**src/hdl/agl_pkg.sv**
```systemverilog
// Package for the affine-gap local alignment block.
// Holds the Q16.8 score types, the cell value struct and the saturating helpers.
// No dependencies.
package agl_pkg;

  localparam int MAX_LEN_DEF = 1024;
  localparam int SW = 24;
  localparam int CW_IN = 16;

  localparam logic [1:0] REG_GAP_OPEN   = 2'd0;
  localparam logic [1:0] REG_GAP_EXTEND = 2'd1;

  typedef logic signed [SW-1:0] score_t;
  typedef logic signed [CW_IN-1:0] coef_t;

  typedef struct packed {
    score_t match;
    score_t vgap;
    score_t hgap;
  } cell_t;

  localparam score_t Q_MAX = {1'b0, {(SW-1){1'b1}}};
  localparam score_t Q_MIN = {1'b1, {(SW-1){1'b0}}};

  function automatic score_t sat_add(input score_t a, input coef_t b);
    logic signed [SW:0] s;
    begin
      s = {a[SW-1], a} + {{(SW+1-CW_IN){b[CW_IN-1]}}, b};
      if (s[SW] != s[SW-1]) begin
        sat_add = s[SW] ? Q_MIN : Q_MAX;
      end else begin
        sat_add = s[SW-1:0];
      end
    end
  endfunction

  function automatic score_t max2(input score_t a, input score_t b);
    max2 = (a > b) ? a : b;
  endfunction

endpackage

```
**src/hdl/agl_cell.sv**
```systemverilog
// Recurrence datapath for one alignment cell: match, vertical and horizontal gap.
// Combinational; uses agl_pkg for the score types and saturating add.
module agl_cell (
  input  agl_pkg::coef_t cell_score,
  input  agl_pkg::coef_t gap_open,
  input  agl_pkg::coef_t gap_extend,
  input  agl_pkg::cell_t up,
  input  agl_pkg::cell_t diag,
  input  agl_pkg::cell_t left,
  output agl_pkg::cell_t result
);

  agl_pkg::score_t diag_best;
  agl_pkg::score_t h_a;

  always_comb begin
    diag_best = agl_pkg::max2(agl_pkg::max2('0, diag.match),
                              agl_pkg::max2(diag.vgap, diag.hgap));
    result.match = agl_pkg::sat_add(diag_best, cell_score);
    result.vgap  = agl_pkg::max2(agl_pkg::sat_add(up.match, gap_open),
                                 agl_pkg::sat_add(up.vgap, gap_extend));
    h_a = agl_pkg::max2(agl_pkg::sat_add(left.match, gap_open),
                        agl_pkg::sat_add(left.vgap, gap_open));
    result.hgap  = agl_pkg::max2(h_a, agl_pkg::sat_add(left.hgap, gap_extend));
  end

endmodule

```
**config.mk**
```make
export PLATFORM = sky130hd
export DESIGN_NAME = agl_cell
export DESIGN_NICKNAME = d
export VERILOG_FILES = /design/src/hdl/agl_pkg.sv /design/src/hdl/agl_cell.sv
export SDC_FILE = /design/constraint.sdc
export NUM_CORES = 1
export LEC_CHECK = 0
export ABC_AREA = 1
export CORE_MARGIN = 5
export CORE_UTILIZATION = 30
export DETAILED_ROUTE_END_ITERATION = 10
export DONT_BUFFER_PORTS = 1
export GPL_TIMING_DRIVEN = 0
export SLEW_MARGIN = 25
export SYNTH_ARGS = -nofsm -noshare
export SYNTH_HDL_FRONTEND = slang
export SYNTH_SLANG_ARGS = --single-unit
```
**constraint.sdc**
```tcl
create_clock -name vclk -period 8.25
set_clock_uncertainty 0.05 [all_clocks]
set_input_delay 0.825 -clock vclk [all_inputs]
set_output_delay 0.825 -clock vclk [all_outputs]
set_load 0.01 [all_outputs]
```
==> results of run 1 <==
cell families after synthesis:
group	synth area share, %
other	0.02544
adders and majority gates	23.73
and+or+nand+nor	44.14
xor gates and xnor gates	4.040
AOI/OAI and AO/OA	17.36
buffers and inverters	10.70
repair_timing:
item | in CTS | in global routing
setup buffers | 0 | 7
setup endpoints to repair | 24 | 47
pin swaps | 0 | 7
resized for setup | 9 | 48
stage by stage:
step / total power, W / instance area [um^2] / setup TNS [ns] / std cells / setup WS [ns]
4_1_cts: 0.003690 / 15590 / 0 / 3396 / 0.04218
6_report: 0.003830 / 15790 / 0 / 3404 / 0.5949
3_5_place_dp: 0.003651 / 15570 / -14.01 / 3397 / -0.6523
2_1_floorplan: 0.002707 / 14740 / 0 / 2733 / 1.077
3_3_place_gp: 0.003644 / 15570 / -16.14 / 3397 / -0.7508
5_1_grt: 0.004307 / 15780 / 0 / 3403 / 0.005892
report_power, final:
part	switching, W	total (W)	internal (W)
Sequential	0	0	0
Combinational	0.00261	0.00383	0.00122
Clock	0	0.0000000000163	0.0000000000163
cell type report:
| cell class | instances | share of cell area [%] |
|---|---|---|
| multi-input cells | 2344 | 84.21 |
| inverters | 333 | 7.958 |
| well taps | 664 | 5.263 |
| plain buffers | 55 | 2.235 |
| repair buffers | 7 | 0.3171 |
| diodes | 1 | 0.01585 |
metal layers:
| layer | wire [um] | vias up | track usage (%) | part of all wire [%] |
|---|---|---|---|---|
| met3 | 4502 | 98 | 3.124 | 7.9 |
| met4 | 1741 | 8 | 4.561 | 3.0 |
| met5 | 47 | - | 0 | 0.082 |
| met1 | 23420 | 7837 | 24.69 | 41 |
| met2 | 27620 | 598 | 36.92 | 48 |
| li1 | - | 9087 | - | - |
cell usage in the layout, fill, tap and decap left out, types with 11 or more instances in the layout:
master,n
a21o_1,16
nand2_2,15
nand3_1,220
o21bai_1,19
nand3b_1,30
a21oi_1,248
nand2_1,910
a21oi_2,18
buf_6,11
nor2_1,227
clkbuf_1,14
buf_2,15
inv_1,328
ha_1,269
or2_2,15
o21ai_0,117
nand4_1,59
nor3_1,25
xor2_1,36
buf_4,14
xnor2_1,31
how the worst min path moves through the flow:
stage                   from         end  slack, ns  depth (start not counted)
6_report       cell_score[0]  result[48]       1.88                          3
5_1_grt        cell_score[0]  result[48]       1.92                          3
4_1_cts        cell_score[0]  result[48]       1.90                          3
3_5_place_dp   cell_score[0]  result[48]       1.90                          3
3_3_place_gp   cell_score[0]  result[48]       1.90                          3
2_1_floorplan  cell_score[0]  result[48]       1.84                          3
==> flow_metrics.env, run 1 <==
export IMPL_outcome="finished clean"
export IMPL_multiInputGateArea_mm2=0.01329
export IMPL_yosysWarnings=0
export IMPL_die_height_um=231.7
export IMPL_finalCritPeriodShare_pct=92.79
export IMPL_crit_top_cell="nand2_1"
export IMPL_seqCellArea_um2=0
export IMPL_timing_critical_path_required_ns=7.38
export IMPL_crit_family="simple AND/OR/NAND/NOR gates"
export IMPL_routedWlPerCell_um=16.84
export IMPL_yosys_cell_types_count=50
export IMPL_clockBufferCount=0
export IMPL_antenna_found_initial=4
export IMPL_dpl_hpwl_mm=51.37
export IMPL_avgSynthCellArea_um2=5.394
export IMPL_area_delta_synth_final_pct=7.078
export IMPL_netlist_area_mm2=0.01474
export IMPL_cts_hold_buf=0
export IMPL_grt_pass1_wl_mm=88.25
export IMPL_cap_violations=0
export IMPL_crit_type="in -> out"
export IMPL_p_per_area_mw_per_mm2=242.7
export IMPL_slowest_stage="fa_2"
export IMPL_die_area_mm2=0.05367
export IMPL_crit_path_start_kind="input port"
export IMPL_synthesis_nets=3273
export IMPL_yosys_top_cells_count="nand2_1 (919), inv_1 (329), ha_1 (270), a21oi_1 (249), nor2_1 (229)"
export IMPL_grt_usage_pct=20.11
export IMPL_yosysTopAreaCell="nand2_1"
export IMPL_worst_pin_slew_ns=0.7804
export IMPL_drt_wl_total_mm=57.33
export IMPL_fin_util_pct=32.38
export IMPL_drive_gt1_share_pct=4.600
export IMPL_seq_area_frac_synth_pct=0
export IMPL_critPathCaptureType="output port"
export IMPL_crit_end="result[9]"
export IMPL_finalMaxSlewViolations=0
export IMPL_critical_path_depth=42
export IMPL_peakVddDrop_mv=0.2459
export IMPL_nFlopsAndLatches=0
export IMPL_num_rows=81
export IMPL_max_freq_ghz=0.1306
export IMPL_fill_cells=5648
export IMPL_vias_per_cell=5.179
export IMPL_initial_core_util_pct=30.24
export IMPL_rsz0062_at_grt="no"
export IMPL_crit_path_start="gap_open[0]"
export IMPL_period_needed_ns=7.655
export IMPL_overflow=0
export IMPL_synth_top_area_share_pct=23.40
export IMPL_leakagePower_nw=8.855
export IMPL_nets=3281
export IMPL_dr_pass1_iters=7
export IMPL_slew_headroom_pct=47.42
export IMPL_yosysMostFrequentCell="nand2_1"
export IMPL_holdWs_ns=1.883
export IMPL_synthCells=2733
export IMPL_finalHoldViolations=0
export IMPL_dr_first_iter_drc_count=1455
export IMPL_ant_nets=0
export IMPL_core_mm2=0.04875
export IMPL_io_buffer_count=0
export IMPL_crit_arrival_ns=6.78
export IMPL_drc_errors=0
export IMPL_io_pins=336
export IMPL_slowest_delay_ns=0.39
export IMPL_first_global_vias=16609
export IMPL_route_vias_total=17628
export IMPL_synth_area_top_cells="nand2_1 (23%), ha_1 (23%), a21oi_1 (8.5%)"
export IMPL_gp_congestion=1.019
export IMPL_hold_class="in -> out"
export IMPL_cp_buffers_inverters=6
export IMPL_grt_start_max_net_pins=28
export IMPL_finalSetupViolations=0
export IMPL_path_max_fanout=10
export IMPL_die_w_um=231.7
(Power assumes the default switching activity.)
==> run 2: changes to the inputs <==
- ABC_AREA: 1 -> not set
==> run 2 against run 1 <==
The run now ends with setup timing left. Maximum frequency fell by 14%. Core utilization rose by 5.8 points. Count of clock-buffer cells in the layout did not move. Area after synthesis fell by 12%. Critical path depth rose by 2. Flip-flop and latch count did not move. Setup slack got worse by 1.3 ns. Hold slack improved by 0.047 ns. Final cell count fell by 26%. Combinational power rose by 11%. Critical path type unchanged. Largest cell class unchanged.
==> flow_metrics.env, run 2 <==
export IMPL_outcome="complete, but fails checks"
export IMPL_violations="setup timing"
export IMPL_vias_per_cell=5.739
export IMPL_peakVddDrop_mv=0.1790
export IMPL_ant_nets=0
export IMPL_synth_area_top_cells="ha_1 (26%), a21oi_1 (7.7%), mux2i_1 (4.9%)"
export IMPL_dpl_hpwl_mm=42.46
export IMPL_avgSynthCellArea_um2=7.181
export IMPL_critPathCaptureType="output port"
export IMPL_fin_area_mm2=0.01642
export IMPL_hold_class="in -> out"
export IMPL_io_buffer_count=0
export IMPL_grt_util_met1_pct=24.69
export IMPL_timing_critical_path_required_ns=7.38
export IMPL_placed_cell_area_mm2=0.01421
export IMPL_synthesis_nets=2351
export IMPL_seq_area_frac_synth_pct=0
export IMPL_routedWlPerCell_um=20.43
export IMPL_drt_wl_total_mm=51.23
export IMPL_synthCells=1811
export IMPL_crit_type="in -> out"
export IMPL_finalMaxSlewViolations=0
export IMPL_total_power_w=0.004246
export IMPL_route_vias_total=14394
export IMPL_yosys_top_cells_count="ha_1 (270), a21oi_1 (200), nor2_1 (141), inv_1 (127), o21ai_0 (117)"
export IMPL_slew_headroom_pct=37.09
export IMPL_antenna_found_initial=13
export IMPL_die_height_um=218.2
export IMPL_netlist_area_mm2=0.01300
export IMPL_initial_core_util_pct=30.26
export IMPL_yosysTopAreaCell="ha_1"
export IMPL_p_per_area_mw_per_mm2=258.5
export IMPL_core_mm2=0.04298
export IMPL_crit_top_cell="buf_4"
export IMPL_die_area_mm2=0.04761
export IMPL_drive_gt1_share_pct=19.83
export IMPL_finalWorstSetupSlack_ns=-0.6869
export IMPL_synth_top_area_share_pct=25.98
export IMPL_finalCritPeriodShare_pct=108.3
export IMPL_crit_arrival_ns=8.06
export IMPL_grt_util_met3_pct=6.414
export IMPL_leakagePower_nw=7.392
export IMPL_max_freq_ghz=0.1119
export IMPL_die_w_um=218.2
export IMPL_first_global_vias=14275
export IMPL_io_pins=336
export IMPL_nets=2463
export IMPL_area_delta_synth_final_pct=26.28
export IMPL_worst_pin_slew_ns=0.9199
export IMPL_met2_usage_pct=34.11
export IMPL_fin_util_pct=38.21
export IMPL_crit_family="buffers and inverters"
export IMPL_path_max_fanout=6
export IMPL_cap_violations=0
export IMPL_grt_usage_pct=20.06
export IMPL_yosysWarnings=0
export IMPL_holdWs_ns=1.929
export IMPL_yosysMostFrequentCell="ha_1"
export IMPL_yosys_cell_types_count=89
export IMPL_grt_start_max_net_pins=28
export IMPL_grt_pass1_wl_mm=78.03
export IMPL_drc_errors=0
export IMPL_slowest_delay_ns=0.42
export IMPL_layout_common_cells="ha_1 (236), a21oi_1 (178), nor2_1 (136)"
export IMPL_nFlopsAndLatches=0
export IMPL_slowest_stage="a311oi_4"
export IMPL_dr_first_iter_drc_count=1032
export IMPL_crit_path_start_kind="input port"
export IMPL_gp_congestion=0.9235
export IMPL_period_needed_ns=8.937
export IMPL_overflow=0
export IMPL_num_rows=76
export IMPL_finalHoldViolations=0
export IMPL_cts_hold_buf=0
export IMPL_cp_buffers_inverters=19
export IMPL_clockBufferCount=0
export IMPL_grt_most_used_layer="met2"
export IMPL_dr_pass1_iters=6
export IMPL_finalSetupViolations=47
export IMPL_rsz0062_at_grt="yes"
export IMPL_final_common_cell="ha_1"
export IMPL_seqCellArea_um2=0
[run 2: power breakdown]
group | leakage, nW | internal, W | switching, W
Combinational | 7.39 | 0.00190 | 0.00234
Sequential | 0 | 0 | 0
Clock | 0.0000127 | 0.0000000000327 | 0
[run 2: final timing paths]
check,slack (ns),cells past startpoint,endpoint,start
worst max-delay path,-0.69,44,result[5],gap_open[7]
worst min-delay path,1.93,3,result[48],cell_score[0]
[run 2: timing repair]
| action | 4_1_cts | 5_1_grt |
|---|---|---|
| endpoints found under the hold margin | 0 | 0 |
| endpoints found under the setup margin | 72 | 72 |
| buffers inserted | 93 | 10 |
| pin swaps | 107 | 31 |
| cloned | 6 | 2 |
| gates resized for setup | 227 | 48 |
[run 2: final cells by class]
cell class	instances	area, um^2
fill	4406	26560
multi-input combinational	1623	13760
timing repair buffer	110	934.6
tap	585	732.0
inverter	130	504.2
buffer	58	484.2
antenna	2	5.005
[run 2: cells by family after synthesis]
group	after synthesis	synth area share, %
other cells	1	0.02884
buf+inv	189	5.792
xor+xnor	110	7.408
compound gates	664	33.63
mux	89	7.177
simple gates	468	17.98
fa+ha+maj	290	27.98
[run 2: metrics by stage]
stage / instances / setup WS (ns) / TNS, ns
after floorplan: 1811 / 0.005083 / 0
after global placement: 2396 / -1.457 / -67.10
after detailed placement: 2396 / -1.525 / -73.03
after CTS: 2494 / -0.4035 / -8.104
after global routing: 2508 / -1.006 / -43.32
final: 2508 / -0.6869 / -18.89
[run 2: routing by layer]
layer | wire length (um) | share of wire (%) | vias to the layer above
met5 | 117 | 0.23 | -
met4 | 1613 | 3.1 | 22
met3 | 4512 | 8.8 | 110
met2 | 23700 | 46 | 445
met1 | 21290 | 42 | 6808
li1 | - | - | 7009
==> run 3: changes to the inputs <==
- CORE_ASPECT_RATIO: not set -> 0.5
==> run 3 against run 2 <==
Largest cell class unchanged. Flip-flop and latch count stayed put. The flow still finishes with violations (setup timing). Critical path type unchanged. Cell area is 4.0% higher. Critical path depth is 5 lower.
==> flow_metrics.env, run 3 (synthesis results as in run 2) <==
export IMPL_outcome="complete, but fails checks"
export IMPL_violations="setup timing"
export IMPL_dpl_hpwl_mm=39.35
export IMPL_gp_congestion=0.9660
export IMPL_first_global_vias=13645
export IMPL_rsz0062_at_grt="yes"
export IMPL_p_per_area_mw_per_mm2=262.9
export IMPL_critPathCaptureType="output port"
export IMPL_area_delta_synth_final_pct=31.34
export IMPL_initial_core_util_pct=30.69
export IMPL_drc_errors=0
export IMPL_io_buffer_count=0
export IMPL_antenna_found_initial=0
export IMPL_slew_headroom_pct=36.36
export IMPL_core_mm2=0.04237
export IMPL_timing_critical_path_required_ns=7.38
export IMPL_slowest_stage="a311oi_4"
export IMPL_grt_start_max_net_pins=28
export IMPL_drive_gt1_share_pct=22.47
export IMPL_period_needed_ns=8.617
export IMPL_worst_pin_slew_ns=0.9305
export IMPL_finalMaxSlewViolations=0
export IMPL_slowest_delay_ns=0.41
export IMPL_crit_arrival_ns=7.74
export IMPL_fill_cells=4239
export IMPL_holdPathStages=3
export IMPL_grt_pass1_wl_mm=73.25
export IMPL_nets=2469
export IMPL_finalSetupViolations=47
export IMPL_crit_path_start_kind="input port"
export IMPL_placedCellCount=2388
export IMPL_antenna_cells=0
export IMPL_multiInputGateArea_mm2=0.01416
export IMPL_layout_common_cells="ha_1 (228), a21oi_1 (165), nor2_1 (137)"
export IMPL_hold_class="in -> out"
export IMPL_dr_pass1_iters=7
export IMPL_overflow=0
export IMPL_die_height_um=157.2
export IMPL_max_freq_ghz=0.1161
export IMPL_cap_violations=0
export IMPL_final_common_cell="ha_1"
export IMPL_finalCritPeriodShare_pct=104.4
export IMPL_die_w_um=304.5
export IMPL_ant_nets=0
export IMPL_vias_per_cell=5.664
export IMPL_die_area_mm2=0.04787
export IMPL_dr_first_iter_drc_count=837
export IMPL_clockBufferCount=0
export IMPL_num_rows=53
export IMPL_fin_tns_setup_ns=-13.57
export IMPL_fin_util_pct=40.31
export IMPL_finalWorstSetupSlack_ns=-0.3670
export IMPL_leakagePower_nw=7.556
export IMPL_fin_cells=2504
export IMPL_routedWlPerCell_um=19.72
export IMPL_route_vias_total=14183
export IMPL_nFlopsAndLatches=0
export IMPL_crit_type="in -> out"
export IMPL_finalHoldViolations=0
export IMPL_drt_wl_total_mm=49.37
export IMPL_peakVddDrop_mv=0.2012
export IMPL_io_pins=336
export IMPL_seqCellArea_um2=0
export IMPL_path_max_fanout=8
export IMPL_grt_usage_pct=18.43
==> run 3: changes by cell type in the layout (fill, tap and decap cells not counted), sizes merged <==
cell,previous run,this run
diode,2,0
clkbuf,46,40
buf,122,135
clkinv,2,1
clkinvlp,0,1
and2,10,9
==> run 3: cell type report <==
| type | count | area share, % |
|---|---|---|
| Inverter | 130 | 3.025 |
| Tap cell | 577 | 4.227 |
| Timing Repair Buffer | 118 | 6.673 |
| Multi-Input combinational cell | 1622 | 82.92 |
| Buffer | 57 | 3.157 |
==> run 3: critical path: cells and delay by family <==
family                   cells  cell delay (ns)
AND/OR/NAND/NOR              9             1.01
multiplexers                 2             0.62
XOR/XNOR                     1             0.17
AO/OA/AOI/OAI               18             3.37
adder cells (fa/ha/maj)      4             1.02
buffers and inverters        5             0.70
==> run 3: repair_timing <==
item	CTS	global route
cloned	7	0
hold buffers	0	0
pin swaps	92	86
setup endpoints to repair	69	72
setup buffers	72	40
gates resized for setup	255	118
==> run 3: report_power, final <==
part	internal (W)	total [W]	switching, W
Combinational	0.00207	0.00449	0.00242
Sequential	0	0	0
Clock	0	0	0
Total	0.00207	0.00449	0.00242
==> run 3: path summary, 6_finish.rpt <==
kind | from | end | slack, ns
max | gap_open[12] | result[12] | -0.37
min | cell_score[0] | result[48] | 1.95
==> run 3: metal layers <==
metal	vias up	GRT usage [%]	part of all wire (%)	wire length [um]
li1	7024	-	-	-
met4	0	5.119	3.3	1633
met3	90	1.775	3.8	1896
met1	6717	20.91	39	19410
met2	352	36.99	54	26430
met5	-	0	0	0
==> run 3: metrics by stage <==
step / setup WS, ns / hold WS (ns) / total power, W / instance area (um^2)
4_1_cts: -0.4284 / 1.927 / 0.004102 / 16150
3_5_place_dp: -1.690 / 1.997 / 0.003311 / 14200
3_3_place_gp: -1.670 / 1.978 / 0.003291 / 14200
2_1_floorplan: 0.005083 / 1.915 / 0.002559 / 13470
5_1_grt: -0.6908 / 1.952 / 0.004812 / 17080
6_report: -0.3670 / 1.946 / 0.004491 / 17080
